$ cat src/rtl/core/dsdn_pkg.sv
`timescale 1ns / 1ps

package dsdn_pkg;

  // Character codes seen by the field parser (six-bit codes).
  localparam logic [5:0] CH_TAB   = 6'd9;
  localparam logic [5:0] CH_CR    = 6'd13;
  localparam logic [5:0] CH_SPACE = 6'd32;
  localparam logic [5:0] CH_PLUS  = 6'd43;
  localparam logic [5:0] CH_MINUS = 6'd45;
  localparam logic [5:0] CH_ZERO  = 6'd48;
  localparam logic [5:0] CH_NINE  = 6'd57;

  localparam int YearBias  = 2000;
  localparam int EpochYear = 1996;
  localparam int YearDays  = 365;
  localparam int EpochN    = EpochYear + YearBias;
  // Days of biased years 0 .. EpochN-1.
  localparam int EpochDays = YearDays * EpochN + (EpochN - 1) / 4 - (EpochN - 1) / 100
                             + (EpochN - 1) / 400 + 1;

  // floor(q / 25) = (q * Div25Mul) >> Div25Shift, exact for q below 43690.
  localparam int Div25Shift = 20;
  localparam logic [15:0] Div25Mul = 16'((1 << Div25Shift) / 25 + 1);

  localparam int MonthCount = 12;
  localparam logic [8:0] MONTH_START [2][MonthCount] = '{
    '{9'd0, 9'd31, 9'd59, 9'd90, 9'd120, 9'd151, 9'd181, 9'd212, 9'd243, 9'd273,
      9'd304, 9'd334},
    '{9'd0, 9'd31, 9'd60, 9'd91, 9'd121, 9'd152, 9'd182, 9'd213, 9'd244, 9'd274,
      9'd305, 9'd335}
  };

  typedef enum logic [1:0] {
    PH_SKIP,
    PH_DIGITS,
    PH_DONE
  } parse_phase_e;

  // Stage 1 -> stage 2.
  typedef struct packed {
    logic               valid;
    logic               bad;
    logic [3:0]         midx;
    logic signed [7:0]  day;
    logic [13:0]        n;
  } s1_t;

  // Stage 2 -> stage 3.
  typedef struct packed {
    logic               valid;
    logic               bad;
    logic [3:0]         midx;
    logic signed [7:0]  day;
    logic [13:0]        n;
    logic [11:0]        q;
    logic [6:0]         d25m;
    logic [11:0]        qn;
    logic [6:0]         d25n;
  } s2_t;

  function automatic logic [8:0] month_start(input logic leap, input logic [3:0] idx);
    logic [8:0] r;
    r = 9'd0;
    if (idx < 4'(MonthCount)) begin
      r = MONTH_START[leap][idx];
    end
    return r;
  endfunction

  // atoi-like read of up to four characters; ch[0] is the first character.
  function automatic logic signed [14:0] parse_text(input logic [3:0][5:0] ch, input int len);
    parse_phase_e ph;
    logic         neg;
    logic [13:0]  v;
    logic [5:0]   c;
    logic         is_dig;
    ph  = PH_SKIP;
    neg = 1'b0;
    v   = 14'd0;
    for (int i = 0; i < 4; i++) begin
      c      = ch[i];
      is_dig = c inside {[CH_ZERO:CH_NINE]};
      if (i < len) begin
        case (ph)
          PH_SKIP: begin
            if (c inside {CH_SPACE, [CH_TAB:CH_CR]}) begin
              ph = PH_SKIP;
            end else if (c == CH_PLUS || c == CH_MINUS) begin
              neg = (c == CH_MINUS);
              ph  = PH_DIGITS;
            end else if (is_dig) begin
              v  = {10'd0, c[3:0]};
              ph = PH_DIGITS;
            end else begin
              ph = PH_DONE;
            end
          end
          PH_DIGITS: begin
            if (is_dig) begin
              v = 14'(v * 14'd10 + {10'd0, c[3:0]});
            end else begin
              ph = PH_DONE;
            end
          end
          default: ph = PH_DONE;
        endcase
      end
    end
    return neg ? -$signed({1'b0, v}) : $signed({1'b0, v});
  endfunction

endpackage

$ cat src/rtl/core/dsdn_parse.sv
`timescale 1ns / 1ps

module dsdn_parse (
  input  logic          clk_i,
  input  logic          rst_ni,
  input  logic          valid_i,
  input  logic [5:0]    month_tens_i,
  input  logic [5:0]    month_units_i,
  input  logic [5:0]    day_tens_i,
  input  logic [5:0]    day_units_i,
  input  logic [5:0]    year_thousands_i,
  input  logic [5:0]    year_hundreds_i,
  input  logic [5:0]    year_tens_i,
  input  logic [5:0]    year_units_i,
  output dsdn_pkg::s1_t s1_o
);

  logic signed [14:0] month, day, year;
  logic               bad_d, bad_q;
  logic [3:0]         midx_d, midx_q;
  logic signed [7:0]  day_d, day_q;
  logic [13:0]        n_d, n_q;
  logic               valid_q;

  always_comb begin
    month  = dsdn_pkg::parse_text({6'd0, 6'd0, month_units_i, month_tens_i}, 2);
    day    = dsdn_pkg::parse_text({6'd0, 6'd0, day_units_i, day_tens_i}, 2);
    year   = dsdn_pkg::parse_text({year_units_i, year_tens_i, year_hundreds_i,
                                   year_thousands_i}, 4);
    bad_d  = !(month inside {[15'sd1:15'sd12]});
    midx_d = bad_d ? 4'd0 : 4'(month - 15'sd1);
    day_d  = 8'(day);
    // Bias the year so it is always positive.
    n_d    = 14'(year + 15'(dsdn_pkg::YearBias));
  end

  always_ff @(posedge clk_i or negedge rst_ni) begin
    if (!rst_ni) begin
      valid_q <= 1'b0;
    end else begin
      valid_q <= valid_i;
    end
  end

  always_ff @(posedge clk_i) begin
    bad_q  <= bad_d;
    midx_q <= midx_d;
    day_q  <= day_d;
    n_q    <= n_d;
  end

  assign s1_o = '{valid: valid_q, bad: bad_q, midx: midx_q, day: day_q, n: n_q};

endmodule

$ cat src/rtl/core/dsdn_div.sv
`timescale 1ns / 1ps

module dsdn_div (
  input  logic          clk_i,
  input  logic          rst_ni,
  input  dsdn_pkg::s1_t s1_i,
  output dsdn_pkg::s2_t s2_o
);

  logic [13:0] m;
  logic [11:0] q_d, qn_d;
  logic [27:0] pm, pn;
  logic        valid_q;
  logic        bad_q;
  logic [3:0]  midx_q;
  logic signed [7:0] day_q;
  logic [13:0] n_q;
  logic [11:0] q_q, qn_q;
  logic [6:0]  d25m_q, d25n_q;

  // Divide m = n-1 and n by 100 as (x/4)/25; one reciprocal multiply each.
  always_comb begin
    m    = s1_i.n - 14'd1;
    q_d  = m[13:2];
    qn_d = s1_i.n[13:2];
    pm   = 28'(q_d) * 28'(dsdn_pkg::Div25Mul);
    pn   = 28'(qn_d) * 28'(dsdn_pkg::Div25Mul);
  end

  always_ff @(posedge clk_i or negedge rst_ni) begin
    if (!rst_ni) begin
      valid_q <= 1'b0;
    end else begin
      valid_q <= s1_i.valid;
    end
  end

  always_ff @(posedge clk_i) begin
    bad_q  <= s1_i.bad;
    midx_q <= s1_i.midx;
    day_q  <= s1_i.day;
    n_q    <= s1_i.n;
    q_q    <= q_d;
    qn_q   <= qn_d;
    d25m_q <= pm[dsdn_pkg::Div25Shift +: 7];
    d25n_q <= pn[dsdn_pkg::Div25Shift +: 7];
  end

  assign s2_o = '{valid: valid_q, bad: bad_q, midx: midx_q, day: day_q, n: n_q,
                  q: q_q, d25m: d25m_q, qn: qn_q, d25n: d25n_q};

`ifndef SYNTHESIS
  a_valid_follows : assert property (@(posedge clk_i) disable iff (!rst_ni)
    valid_q == $past(s1_i.valid))
    else $error("stage 2 valid does not follow stage 1");

  a_div25_exact : assert property (@(posedge clk_i) disable iff (!rst_ni)
    valid_q |-> ((13'(q_q) - 13'(d25m_q) * 13'd25) < 13'd25)
             && ((13'(qn_q) - 13'(d25n_q) * 13'd25) < 13'd25))
    else $error("reciprocal divide by 25 is off");
`endif

endmodule

$ cat src/rtl/core/dsdn_accum.sv
`timescale 1ns / 1ps

module dsdn_accum (
  input  logic              clk_i,
  input  logic              rst_ni,
  input  dsdn_pkg::s2_t     s2_i,
  output logic              done_o,
  output logic signed [22:0] day_number_o,
  output logic              bad_month_o
);

  logic               leap;
  logic [22:0]        yp_d, yp_q;
  logic signed [9:0]  md_d, md_q;
  logic               v3_q, bad3_q;
  logic signed [23:0] sum;
  logic               done_q, bad_q;
  logic signed [22:0] day_q;

  // Stage 3: whole-year days, leap flag, month offset plus day.
  always_comb begin
    leap = (s2_i.n[1:0] == 2'd0)
        && ((s2_i.qn != 12'(s2_i.d25n) * 12'd25) || (s2_i.d25n[1:0] == 2'd0));
    yp_d = 23'(s2_i.n) * 23'(dsdn_pkg::YearDays) + 23'(s2_i.q) - 23'(s2_i.d25m)
         + 23'(s2_i.d25m[6:2]) + 23'd1;
    md_d = $signed({1'b0, dsdn_pkg::month_start(leap, s2_i.midx)}) + 10'(s2_i.day);
  end

  // Stage 4: subtract the epoch offset, force zero on a bad month.
  always_comb begin
    sum = $signed({1'b0, yp_q}) - 24'sd0 - 24'(dsdn_pkg::EpochDays) + 24'(md_q);
  end

  always_ff @(posedge clk_i or negedge rst_ni) begin
    if (!rst_ni) begin
      v3_q   <= 1'b0;
      done_q <= 1'b0;
    end else begin
      v3_q   <= s2_i.valid;
      done_q <= v3_q;
    end
  end

  always_ff @(posedge clk_i) begin
    yp_q   <= yp_d;
    md_q   <= md_d;
    bad3_q <= s2_i.bad;
    bad_q  <= bad3_q;
    day_q  <= bad3_q ? 23'sd0 : sum[22:0];
  end

  assign done_o       = done_q;
  assign day_number_o = day_q;
  assign bad_month_o  = bad_q;

`ifndef SYNTHESIS
  a_bad_is_zero : assert property (@(posedge clk_i) disable iff (!rst_ni)
    (done_q && bad_q) |-> (day_q == 23'sd0))
    else $error("bad month request gave a nonzero day number");

  a_done_latency : assert property (@(posedge clk_i) disable iff (!rst_ni)
    done_q == $past(s2_i.valid, 2))
    else $error("result strobe out of step with stage 2");
`endif

endmodule

$ cat src/rtl/core/date_string_to_day_number_core.sv
`timescale 1ns / 1ps

// Pipeline: a request's result shows with done_o high for one cycle, after four
//   register stages: parse, divide, accumulate, output.
// Throughput: one request per cycle; busy stays low and the receiver cannot stall.
// Reset: rst_ni clears the stage valid bits at once; nothing else is held or swept.
module date_string_to_day_number_core (
  input  logic              clk_i,
  input  logic              rst_ni,
  input  logic              start,
  output logic              busy,
  input  logic [5:0]        month_tens_i,
  input  logic [5:0]        month_units_i,
  input  logic [5:0]        day_tens_i,
  input  logic [5:0]        day_units_i,
  input  logic [5:0]        year_thousands_i,
  input  logic [5:0]        year_hundreds_i,
  input  logic [5:0]        year_tens_i,
  input  logic [5:0]        year_units_i,
  output logic              done_o,
  output logic signed [22:0] day_number_o,
  output logic              bad_month_o
);

  dsdn_pkg::s1_t s1;
  dsdn_pkg::s2_t s2;

  // The pipeline never holds off a request: every stage advances each cycle.
  assign busy = 1'b0;

  // Stage 1: read month, day and year text; flag a bad month; bias the year.
  dsdn_parse u_parse (
    .clk_i            (clk_i),
    .rst_ni           (rst_ni),
    .valid_i          (start && !busy),
    .month_tens_i     (month_tens_i),
    .month_units_i    (month_units_i),
    .day_tens_i       (day_tens_i),
    .day_units_i      (day_units_i),
    .year_thousands_i (year_thousands_i),
    .year_hundreds_i  (year_hundreds_i),
    .year_tens_i      (year_tens_i),
    .year_units_i     (year_units_i),
    .s1_o             (s1)
  );

  // Stage 2: four-year and century counts by reciprocal multiplies.
  dsdn_div u_div (
    .clk_i  (clk_i),
    .rst_ni (rst_ni),
    .s1_i   (s1),
    .s2_o   (s2)
  );

  // Stages 3 and 4: add whole-year days, month offset and day; drop the epoch; zero a bad month.
  dsdn_accum u_accum (
    .clk_i        (clk_i),
    .rst_ni       (rst_ni),
    .s2_i         (s2),
    .done_o       (done_o),
    .day_number_o (day_number_o),
    .bad_month_o  (bad_month_o)
  );

endmodule

$ cat config.mk
export PLATFORM = sky130hd
export DESIGN_NAME = date_string_to_day_number_core
export DESIGN_NICKNAME = d
export VERILOG_FILES = /design/src/rtl/core/dsdn_pkg.sv /design/src/rtl/core/dsdn_parse.sv /design/src/rtl/core/dsdn_div.sv /design/src/rtl/core/dsdn_accum.sv /design/src/rtl/core/date_string_to_day_number_core.sv
export SDC_FILE = /design/constraint.sdc
export NUM_CORES = 1
export LEC_CHECK = 0
export CAP_MARGIN = 20
export CORE_ASPECT_RATIO = 0.7
export CORE_MARGIN = 8
export CORE_UTILIZATION = 38
export CTS_CLUSTER_SIZE = 12
export DETAILED_ROUTE_END_ITERATION = 8
export DONT_BUFFER_PORTS = 1
export GPL_ROUTABILITY_DRIVEN = 1
export HOLD_SLACK_MARGIN = 0.1
export PLACE_DENSITY_LB_ADDON = 0.05
export SYNTH_ARGS = -nofsm -noshare
export SYNTH_HDL_FRONTEND = slang
export SYNTH_HIERARCHICAL = 1
export SYNTH_SLANG_ARGS = --single-unit
$ cat constraint.sdc
create_clock -name clk_i -period 11 [get_ports clk_i]
set_input_delay 1.1 -clock clk_i [delete_from_list [all_inputs] [get_ports clk_i]]
set_output_delay 1.1 -clock clk_i [all_outputs]
set_load 0.01 [all_outputs]
==> results of run 1 <==
[cells in the mapped netlist (all sizes together) (25+ instances only)]
library cell | n | area [um^2]
xor2 | 54 | 499.2
o21ai | 87 | 457.9
a31oi | 25 | 162.6
nand2 | 81 | 311.5
a21oi | 105 | 570.6
nor2 | 126 | 491.7
nor3 | 36 | 201.5
inv | 382 | 1434
buf | 27 | 211.5
fa | 179 | 3583
xnor2 | 117 | 1032
dfxtp | 138 | 2763
a21o | 40 | 301.5
nand3 | 43 | 227.7
ha | 408 | 5105
[placed cells by master (no fill, tap or decap), types with 7 or more instances in the layout]
| cell | n |
|---|---|
| sky130_fd_sc_hd__a21oi_1 | 99 |
| sky130_fd_sc_hd__nor2b_1 | 19 |
| sky130_fd_sc_hd__o211ai_1 | 17 |
| sky130_fd_sc_hd__o31a_1 | 9 |
| sky130_fd_sc_hd__and3_1 | 15 |
| sky130_fd_sc_hd__nand2b_1 | 12 |
| sky130_fd_sc_hd__a211oi_1 | 18 |
| sky130_fd_sc_hd__a22oi_1 | 7 |
| sky130_fd_sc_hd__o21ai_0 | 77 |
| sky130_fd_sc_hd__xor2_1 | 52 |
| sky130_fd_sc_hd__xnor2_1 | 116 |
| sky130_fd_sc_hd__fa_1 | 179 |
| sky130_fd_sc_hd__inv_1 | 382 |
| sky130_fd_sc_hd__buf_4 | 7 |
| sky130_fd_sc_hd__a21o_1 | 39 |
| sky130_fd_sc_hd__nor3b_1 | 10 |
| sky130_fd_sc_hd__nand3_1 | 42 |
| sky130_fd_sc_hd__o22ai_1 | 11 |
| sky130_fd_sc_hd__nor3_1 | 33 |
| sky130_fd_sc_hd__nor4_1 | 8 |
| sky130_fd_sc_hd__o21bai_1 | 12 |
| sky130_fd_sc_hd__mux2i_1 | 10 |
| sky130_fd_sc_hd__o21a_1 | 14 |
| sky130_fd_sc_hd__nor2_1 | 124 |
| sky130_fd_sc_hd__dfxtp_1 | 138 |
| sky130_fd_sc_hd__and2_1 | 9 |
| sky130_fd_sc_hd__clkbuf_16 | 17 |
| sky130_fd_sc_hd__o31ai_1 | 9 |
| sky130_fd_sc_hd__nand2_1 | 78 |
| sky130_fd_sc_hd__ha_1 | 408 |
| sky130_fd_sc_hd__nand4_1 | 15 |
| sky130_fd_sc_hd__a31oi_1 | 24 |
[cell type report]
cell class / instances / area (um^2) / area share
repair buffers: 7 / 52.55 / 0.002454
flip-flops and latches: 142 / 2863 / 0.1337
inverters: 382 / 1434 / 0.06697
multi-input cells: 1621 / 15650 / 0.7308
well taps: 684 / 855.8 / 0.03997
clock inverters: 12 / 112.6 / 0.005259
clock buffers: 20 / 446.7 / 0.02086
[power by group]
part           switching (mW)  internal (mW)  total [mW]
clock network           0.232          0.318       0.550
registers               0.107          0.668       0.775
logic                    1.49           1.19        2.68
total                    1.83           2.17        4.01
[flip-flops by register name, indices dropped and copies added (netlist names), 4 cells and up]
name / count
u_div/d25m_q: 7
u_div/q_q: 12
u_parse/midx_q: 4
u_parse/n_q: 14
u_div/qn_q: 11
u_div/d25n_q: 7
u_accum/md_q: 10
u_div/day_q: 8
u_accum/yp_q: 23
u_accum/day_number_o: 23
u_parse/day_q: 8
u_div/midx_q: 4
[stage by stage]
stage          utilization  power, mW
2_1_floorplan            -      2.888
3_3_place_gp        0.3975      3.479
3_5_place_dp        0.3975      3.488
4_1_cts             0.4081      4.081
5_1_grt             0.4081      4.517
6_report            0.4081      4.007
[layer usage]
layer	vias up	wire length (um)	global-route usage
met5	-	0	0
li1	7395	-	-
met2	200	18090	0.2228
met4	0	242	0.02320
met1	6995	28080	0.2635
met3	16	1532	0.02266
[cell families after synthesis]
group | after synthesis | synth area share
mux | 12 | 0.006243
xor+xnor | 172 | 0.07678
fa+ha+maj | 587 | 0.4293
buf+inv | 427 | 0.08549
compound gates | 422 | 0.1478
flops | 142 | 0.1414
other cells | 1 | 0.0001853
simple gates | 427 | 0.1128
[worst paths after layout]
kind	from	to	slack [ns]
hold / removal	u_parse/day_q[7]$_DFF_P_	u_div/day_q[7]$_DFF_P_	0.33
max in group asynchronous	rst_ni	u_accum/v3_q$_DFF_PN0_	10.58
hold reg to reg	u_parse/day_q[7]$_DFF_P_	u_div/day_q[7]$_DFF_P_	0.33
setup reg to reg	u_parse/n_q[2]$_DFF_P_	u_div/d25m_q[6]$_DFF_P_	3.76
setup / recovery	year_thousands_i[1]	u_parse/n_q[13]$_DFF_P_	3.52
min in group asynchronous	rst_ni	u_parse/valid_q$_DFF_PN0_	0.35
==> results.py, run 1 <==
metrics = {
    "status": {
        "outcome": "finished clean",
    },
    "clock_network": {
        "clock_latency_ns": 0.44,
        "cts_tree": "done",
        "hold_buffers": 0,
        "root_buffer": "sky130_fd_sc_hd__clkbuf_16",
        "clock_sinks": 142,
        "cts_buffers": 17,
        "clock_path_buffers": 2,
        "post_cts_resize_count": 0,
        "cts_setup_buffers": 0,
        "clk_pin_slew_ns": 0.06,
        "htree_levels": 4,
    },
    "logic_synthesis": {
        "synth_fp_nets": 2828,
        "synthDistinctLibCells": 120,
        "syn_area_mm2": 0.02024,
        "post_synth.cell_area_avg_um2": 9.242,
        "synth.ff_latch_count": 142,
        "post_synth_inst_count": 2190,
        "most_used_flip_flop_cell_after_synthesis": "sky130_fd_sc_hd__dfxtp_1",
        "number_of_enable_type_register_cells_in_the_synthesized_netlist": 0,
        "yosysWarningCount": 6,
        "ys_seq_area_frac": 0.1414,
        "post_synth_arst_share": 0.02817,
    },
    "flow_run": {
        "max_cap_viol_count": 0,
    },
    "floorplan": {
        "die_height_um": 209.1,
        "floorplan.die.width_um": 291.9,
        "dieArea_mm2": 0.06102,
        "core_area_mm2": 0.05246,
        "initial_utilization": 0.3858,
        "placement_rows": 70,
        "io_pins": 77,
    },
    "power_and_ir_drop": {
        "cellPowerDensity_mw_per_mm2": 187.2,
        "max_rail_drop_vdd_mv": 0.09270,
        "power.leakage_nw": 10.72,
    },
    "timing": {
        "worst_slew_pin_slew_ns": 1.005,
        "layout_worst_path_cycle_share": 0.6801,
        "final_period_minus_worst_setup_slack_ns": 7.482,
        "timing.hold.ws_ns": 0.3253,
        "worst_slew_margin_rel": 0.3252,
        "postLayoutSetupSlackWorst_ns": 3.518,
        "achievable-frequency_mhz": 133.7,
        "unrepaired_setup_endpoints_after_global_routing": "false",
        "final.setup_skew_ns": 0.01142,
        "hold_violation_count_in_the_final_report": 0,
        "finalMaxSlewViolations": 0,
        "timing.setup.tns_ns": 0,
        "total_of_endpoints_with_negative_setup_slack_in_the_final_report": 0,
    },
    "route": {
        "routed_wire_length_per_instance_um": 16.72,
        "dr.first_iter.drc_count": 801,
        "avgViaCountPerCell": 5.093,
        "route.antenna.remaining_nets": 0,
        "remaining_drc_errors": 0,
        "route.vias.total": 14606,
        "drt_total_wl_mm": 47.95,
        "detail_route.first_pass.iterations": 4,
    },
    "global_routing": {
        "initial_antenna_violation_count": 4,
        "grt_pass1_wl_mm": 80.82,
        "via_count_of_the_first_global_routing_pass": 15030,
        "track_usage": 0.1617,
        "grt_start_max_net_pins": 26,
        "grt_ovf": 0,
    },
    "finish": {
        "layout.cell_area.non_filler_mm2": 0.02141,
        "fin_nets": 2809,
        "flow.area_growth_from_synthesis_pct": 5.786,
        "fraction_of_final_layout_cells_sized_beyond_drive_strength_1": 0.04762,
        "final_cells": 2868,
        "n_antenna_cell": 0,
        "nFillCells": 5239,
    },
    "place": {
        "detailed_place.area_mm2": 0.02085,
        "port-buffer-count": 0,
        "worst_setup_timing_slack_at_the_placement_stage_ns": 3.147,
        "gp_routability_congestion": 0.8142,
        "dp_cells": 2836,
        "post-dp-hpwl_mm": 41.22,
    },
    "worst_setup_path": {
        "criticalPathCategory": "in -> reg",
        "crit_family": "adder cells",
        "worstSetupPathDepth": 29,
        "slowest_stage": "sky130_fd_sc_hd__fa_1",
        "cp_data_required_time_ns": 11.37,
        "critical_path_arrival_ns": 7.85,
        "critical-path-max-stage-delay_ns": 0.55,
        "crit_buf_inv": 0,
        "crit_path_max_fanout": 8,
        "worst-r2r-cell-count": 25,
        "end_kind": "flop",
        "cp_launch_type": "input pin",
        "critical_path.most_common_cell": "sky130_fd_sc_hd__ha_1",
    },
    "hold_path": {
        "hold-path-cell-count": 0,
        "min-delay-path-class": "reg -> reg",
    },
}
No activity file was read; power rests on OpenSTA's default activity.
==> run 2: changes to the inputs <==
Clock period 11 ns to 6.3 ns, I/O delays scaled along.
==> results.py, run 2 (same netlist as run 1, synthesis figures left out) <==
metrics = {
    "global_routing": {
        "globalRouteMet2Util": 0.2278,
        "track_usage": 0.1671,
        "met1_track_utilization_from_global_routing": 0.2756,
        "grt_ovf": 0,
        "grt_start_max_net_pins": 26,
        "grt_pass1_wl_mm": 83.19,
        "initial_antenna_violation_count": 2,
        "grt_busiest_layer": "met1",
        "via_count_of_the_first_global_routing_pass": 15426,
        "groute.layer.met3.usage": 0.02023,
    },
    "timing": {
        "final.setup_skew_ns": 0.008850,
        "layout_worst_path_cycle_share": 0.9581,
        "worst_slew_pin_slew_ns": 0.9404,
        "timing.setup.tns_ns": 0,
        "achievable-frequency_mhz": 165.7,
        "finalMaxSlewViolations": 0,
        "worst_slew_margin_rel": 0.3722,
        "postLayoutSetupSlackWorst_ns": 0.2642,
        "timing.hold.ws_ns": 0.2195,
        "final_period_minus_worst_setup_slack_ns": 6.036,
        "total_of_endpoints_with_negative_setup_slack_in_the_final_report": 0,
        "hold_violation_count_in_the_final_report": 0,
    },
    "clock_network": {
        "cts_buffers": 17,
        "clock_sinks": 142,
        "htree_levels": 4,
        "cts_tree": "done",
        "root_buffer": "sky130_fd_sc_hd__clkbuf_16",
        "clock_path_buffers": 2,
        "clock_latency_ns": 0.44,
        "clk_pin_slew_ns": 0.06,
    },
    "flow_run": {
        "max_cap_viol_count": 0,
    },
    "floorplan": {
        "initial_utilization": 0.3858,
        "floorplan.die.width_um": 291.9,
        "core_area_mm2": 0.05246,
        "io_pins": 77,
        "die_height_um": 209.1,
        "dieArea_mm2": 0.06102,
        "placement_rows": 70,
    },
    "worst_setup_path": {
        "worst-r2r-cell-count": 25,
        "regToRegEndpoint": "u_div/d25m_q[4]$_DFF_P_",
        "worst_r2r_startpoint": "u_parse/n_q[4]$_DFF_P_",
        "cp_launch_type": "input pin",
        "critical_path_arrival_ns": 6.36,
        "critical_path.most_common_cell": "sky130_fd_sc_hd__ha_4",
        "slowest_stage": "sky130_fd_sc_hd__fa_2",
        "cp-endpoint": "u_parse/n_q[13]$_DFF_P_",
        "r2r_slack_ns": 0.29,
        "crit_path_max_fanout": 8,
        "end_kind": "flop",
        "critical-path-max-stage-delay_ns": 0.38,
        "criticalPathCategory": "in -> reg",
        "critical_path.startpoint": "year_thousands_i[4]",
        "cp_data_required_time_ns": 6.63,
    },
    "place": {
        "post-dp-hpwl_mm": 43.04,
        "dp_cells": 2958,
        "worst_setup_timing_slack_at_the_placement_stage_ns": -0.3261,
        "gp_routability_congestion": 0.8431,
        "detailed_place.area_mm2": 0.02197,
        "port-buffer-count": 0,
    },
    "finish": {
        "final_cells": 3006,
        "mostFrequentLayoutCell": "sky130_fd_sc_hd__ha_1",
        "layout.cell_area.non_filler_mm2": 0.02320,
        "fin_nets": 2946,
        "ff_latch_area_mm2": 0.002863,
        "nFillCells": 5125,
        "highest_count_cells_in_the_layout_ignoring_fill_and_taps": "sky130_fd_sc_hd__ha_1, sky130_fd_sc_hd__inv_1, sky130_fd_sc_hd__fa_1",
        "multiInputGateArea_mm2": 0.01629,
        "flow.area_growth_from_synthesis_pct": 14.61,
        "fraction_of_final_layout_cells_sized_beyond_drive_strength_1": 0.1430,
        "final_util": 0.4422,
    },
    "route": {
        "avgViaCountPerCell": 5.058,
        "routed_wire_length_per_instance_um": 16.68,
        "route.antenna.remaining_nets": 0,
        "drt_total_wl_mm": 50.13,
        "detail_route.first_pass.iterations": 5,
        "route.vias.total": 15204,
        "dr.first_iter.drc_count": 894,
        "remaining_drc_errors": 0,
    },
    "power_and_ir_drop": {
        "finalPower_mw": 7.270,
        "power.leakage_nw": 11.47,
        "max_rail_drop_vdd_mv": 0.2086,
        "cellPowerDensity_mw_per_mm2": 313.4,
    },
    "status": {
        "outcome": "finished clean",
    },
    "hold_path": {
        "min-delay-path-class": "in -> reg",
    },
}
[run 2: cell count changes in the layout (fill, tap and decap cells not counted), moves of 7 or more]
cell                      change
sky130_fd_sc_hd__buf_4      +136
sky130_fd_sc_hd__ha_1        -17
sky130_fd_sc_hd__ha_4        +15
sky130_fd_sc_hd__nor2_1      -10
sky130_fd_sc_hd__nor2_2       +9
sky130_fd_sc_hd__o21ai_0     -10
sky130_fd_sc_hd__xnor2_1      -8
sky130_fd_sc_hd__xnor2_2      +7
sky130_fd_sc_hd__xor2_1       -9
sky130_fd_sc_hd__xor2_2       +9
[run 2: cell type report]
cell class	count	area share
Antenna cell	1	0.0001079
Clock buffer	20	0.01969
Clock inverter	12	0.008954
Inverter	382	0.06181
Multi-Input combinational cell	1621	0.7024
Sequential cell	142	0.1234
Tap cell	684	0.03689
Timing Repair Buffer	144	0.04671
[run 2: worst max-delay path, delay by kind of cell]
kind / cells / cell delay, ns
xor gates and xnor gates: 6 / 0.95
AOI/OAI and AO/OA: 7 / 1.22
adders and majority gates: 7 / 2.08
and+or+nand+nor: 8 / 1.48
[run 2: what timing repair did]
| item | 4_1_cts | 5_1_grt |
|---|---|---|
| setup endpoints to repair | 0 | 10 |
| buffers inserted | 0 | 14 |
| endpoints found under the hold margin | 4 | 0 |
| hold buffers | 1 | 0 |
| gates resized for setup | 0 | 82 |
[run 2: worst min path at each step]
stage | to | cells past startpoint | startpoint
3_3_place_gp | u_div/day_q[7]$_DFF_P_ | 0 | u_parse/day_q[7]$_DFF_P_
4_1_cts | u_parse/valid_q$_DFF_PN0_ | 0 | start
6_report | u_parse/valid_q$_DFF_PN0_ | 0 | start
2_1_floorplan | u_div/day_q[0]$_DFF_P_ | 0 | u_parse/day_q[0]$_DFF_P_
3_5_place_dp | u_div/day_q[2]$_DFF_P_ | 0 | u_parse/day_q[2]$_DFF_P_
5_1_grt | u_parse/valid_q$_DFF_PN0_ | 0 | start
[run 2: per-layer routing]
layer | wire length, um | part of all wire
met5 | 0 | 0
met4 | 352 | 0.0070
met3 | 1841 | 0.037
met2 | 18760 | 0.37
met1 | 29180 | 0.58
[run 2: power breakdown]
group / internal (mW) / switching [mW] / total (mW) / leakage, nW
clock: 0.727 / 0.411 / 1.14 / 0.313
combinational: 2.14 / 2.66 / 4.80 / 9.97
sequential: 1.17 / 0.165 / 1.33 / 1.19
==> run 3: changes to the inputs <==
Settings changed: GPL_TIMING_DRIVEN set to 0.
==> results.py, run 3 (same netlist as run 1, synthesis figures left out) <==
metrics = {
    "worst_setup_path": {
        "critical_path_arrival_ns": 6.51,
        "critical-path-max-stage-delay_ns": 0.61,
        "cp_data_required_time_ns": 6.61,
        "criticalPathCategory": "in -> reg",
        "end_kind": "flop",
        "critical_path.most_common_cell": "sky130_fd_sc_hd__ha_4",
        "worst_r2r_startpoint": "u_parse/n_q[10]$_DFF_P_",
        "critical_path.startpoint": "year_thousands_i[1]",
        "crit_path_max_fanout": 8,
        "regToRegEndpoint": "u_div/d25m_q[6]$_DFF_P_",
        "worst-r2r-cell-count": 25,
        "slowest_stage": "sky130_fd_sc_hd__fa_2",
        "r2r_slack_ns": 0.25,
        "cp_launch_type": "input pin",
    },
    "power_and_ir_drop": {
        "finalPower_mw": 7.248,
        "power.leakage_nw": 11.22,
        "cellPowerDensity_mw_per_mm2": 312.9,
        "max_rail_drop_vdd_mv": 0.2104,
    },
    "floorplan": {
        "initial_utilization": 0.3858,
        "die_height_um": 209.1,
        "floorplan.die.width_um": 291.9,
        "io_pins": 77,
        "core_area_mm2": 0.05246,
        "dieArea_mm2": 0.06102,
        "placement_rows": 70,
    },
    "global_routing": {
        "track_usage": 0.1659,
        "grt_start_max_net_pins": 17,
        "grt_pass1_wl_mm": 82.63,
        "initial_antenna_violation_count": 1,
        "grt_ovf": 0,
        "via_count_of_the_first_global_routing_pass": 15229,
    },
    "timing": {
        "worst_slew_pin_slew_ns": 1.058,
        "finalMaxSlewViolations": 0,
        "total_of_endpoints_with_negative_setup_slack_in_the_final_report": 0,
        "worst_slew_margin_rel": 0.2895,
        "timing.setup.tns_ns": 0,
        "timing.hold.ws_ns": 0.2206,
        "final.setup_skew_ns": 0.009501,
        "layout_worst_path_cycle_share": 0.9829,
        "postLayoutSetupSlackWorst_ns": 0.1074,
        "final_period_minus_worst_setup_slack_ns": 6.193,
        "unrepaired_setup_endpoints_after_global_routing": "true",
        "hold_violation_count_in_the_final_report": 0,
        "achievable-frequency_mhz": 161.5,
    },
    "clock_network": {
        "htree_levels": 4,
        "clock_path_buffers": 2,
        "root_buffer": "sky130_fd_sc_hd__clkbuf_16",
        "clk_pin_slew_ns": 0.06,
        "clock_latency_ns": 0.44,
        "cts_tree": "done",
        "clock_sinks": 142,
        "cts_buffers": 17,
    },
    "place": {
        "worst_setup_timing_slack_at_the_placement_stage_ns": -1.092,
        "post-dp-hpwl_mm": 41.85,
        "gp_routability_congestion": 0.8156,
        "port-buffer-count": 0,
    },
    "flow_run": {
        "max_cap_viol_count": 0,
    },
    "hold_path": {
        "hold-path-endpoint": "u_parse/valid_q$_DFF_PN0_",
        "min-delay-path-class": "in -> reg",
        "holdCritStartpoint": "start",
        "hold-path-cell-count": 0,
    },
    "route": {
        "route.antenna.remaining_nets": 0,
        "dr.first_iter.drc_count": 790,
        "detail_route.first_pass.iterations": 5,
        "remaining_drc_errors": 0,
        "routed_wire_length_per_instance_um": 16.84,
        "drt_total_wl_mm": 49.90,
        "avgViaCountPerCell": 5.086,
        "route.vias.total": 15071,
    },
    "finish": {
        "multiInputGateArea_mm2": 0.01665,
        "flow.area_growth_from_synthesis_pct": 14.44,
        "final_util": 0.4415,
        "mostFrequentLayoutCell": "sky130_fd_sc_hd__ha_1",
        "fin_nets": 2905,
        "fraction_of_final_layout_cells_sized_beyond_drive_strength_1": 0.1369,
        "n_antenna_cell": 0,
        "nFillCells": 5057,
        "highest_count_cells_in_the_layout_ignoring_fill_and_taps": "sky130_fd_sc_hd__ha_1, sky130_fd_sc_hd__inv_1, sky130_fd_sc_hd__fa_1",
        "ff_latch_area_mm2": 0.002885,
    },
    "status": {
        "outcome": "finished clean",
    },
}
run 3: cell types whose count changed in the layout (fill, tap and decap cells not counted), sizes merged:
cell	before	now
inv	384	383
clkinv	2	3
clkbuf	20	39
clkinvlp	3	2
bufinv	5	3
dlygate4sd3	1	2
buf	143	84
diode	1	0
run 3: power by group:
group / total (mW) / switching [mW] / internal (mW)
combinational: 4.87 / 2.72 / 2.15
sequential: 1.34 / 0.173 / 1.16
clock: 1.04 / 0.401 / 0.643
total: 7.25 / 3.29 / 3.96
run 3: how the worst max path moves through the flow:
stage / to / slack (ns) / cells past startpoint
floorplan: u_parse/n_q[13]$_DFF_P_ / 0.004 / 28
global placement: u_div/d25m_q[6]$_DFF_P_ / -0.96 / 25
detailed placement: u_parse/n_q[13]$_DFF_P_ / -1.09 / 28
CTS: u_div/d25m_q[4]$_DFF_P_ / 0.004 / 25
global route: u_parse/n_q[13]$_DFF_P_ / -0.09 / 30
finish: u_parse/n_q[13]$_DFF_P_ / 0.11 / 30
run 3: area by class of cell:
cell class	count	share of cell area
Buffer	45	0.01296
Clock buffer	22	0.02004
Clock inverter	9	0.005888
Inverter	382	0.06190
Multi-Input combinational cell	1621	0.7188
Sequential cell	142	0.1246
Tap cell	684	0.03695
Timing Repair Buffer	58	0.01891
run 3: layer usage:
metal / share of wire / GRT usage / vias to the layer above / wire (um)
met5: 0 / 0 / - / 0
met4: 0.0056 / 0.02559 / 0 / 279
met3: 0.040 / 0.02362 / 17 / 2017
met2: 0.37 / 0.2196 / 250 / 18470
met1: 0.58 / 0.2768 / 7216 / 29140
li1: - / - / 7588 / -
run 3: worst max-delay path, delay by kind of cell:
| family | cells | cell delay (ns) |
|---|---|---|
| adders and majority gates | 7 | 2.17 |
| xor gates and xnor gates | 5 | 0.68 |
| AOI/OAI and AO/OA | 7 | 1.32 |
| buffers and inverters | 3 | 0.41 |
| and+or+nand+nor | 8 | 1.30 |
run 3: what timing repair did:
| item | in CTS | in global routing |
|---|---|---|
| resized for setup | 61 | 89 |
| hold buffers | 1 | 0 |
| pin swaps | 34 | 65 |
| buffers inserted | 22 | 34 |
| setup endpoints to repair | 12 | 13 |
| endpoints found under the hold margin | 4 | 0 |
run 3: per-stage QoR:
stage	instance area (um^2)	cells
6_report	23160	2963
5_1_grt	23160	2963
4_1_cts	22380	2928
3_5_place_dp	21300	2874
3_3_place_gp	21300	2874
2_1_floorplan	20440	2190
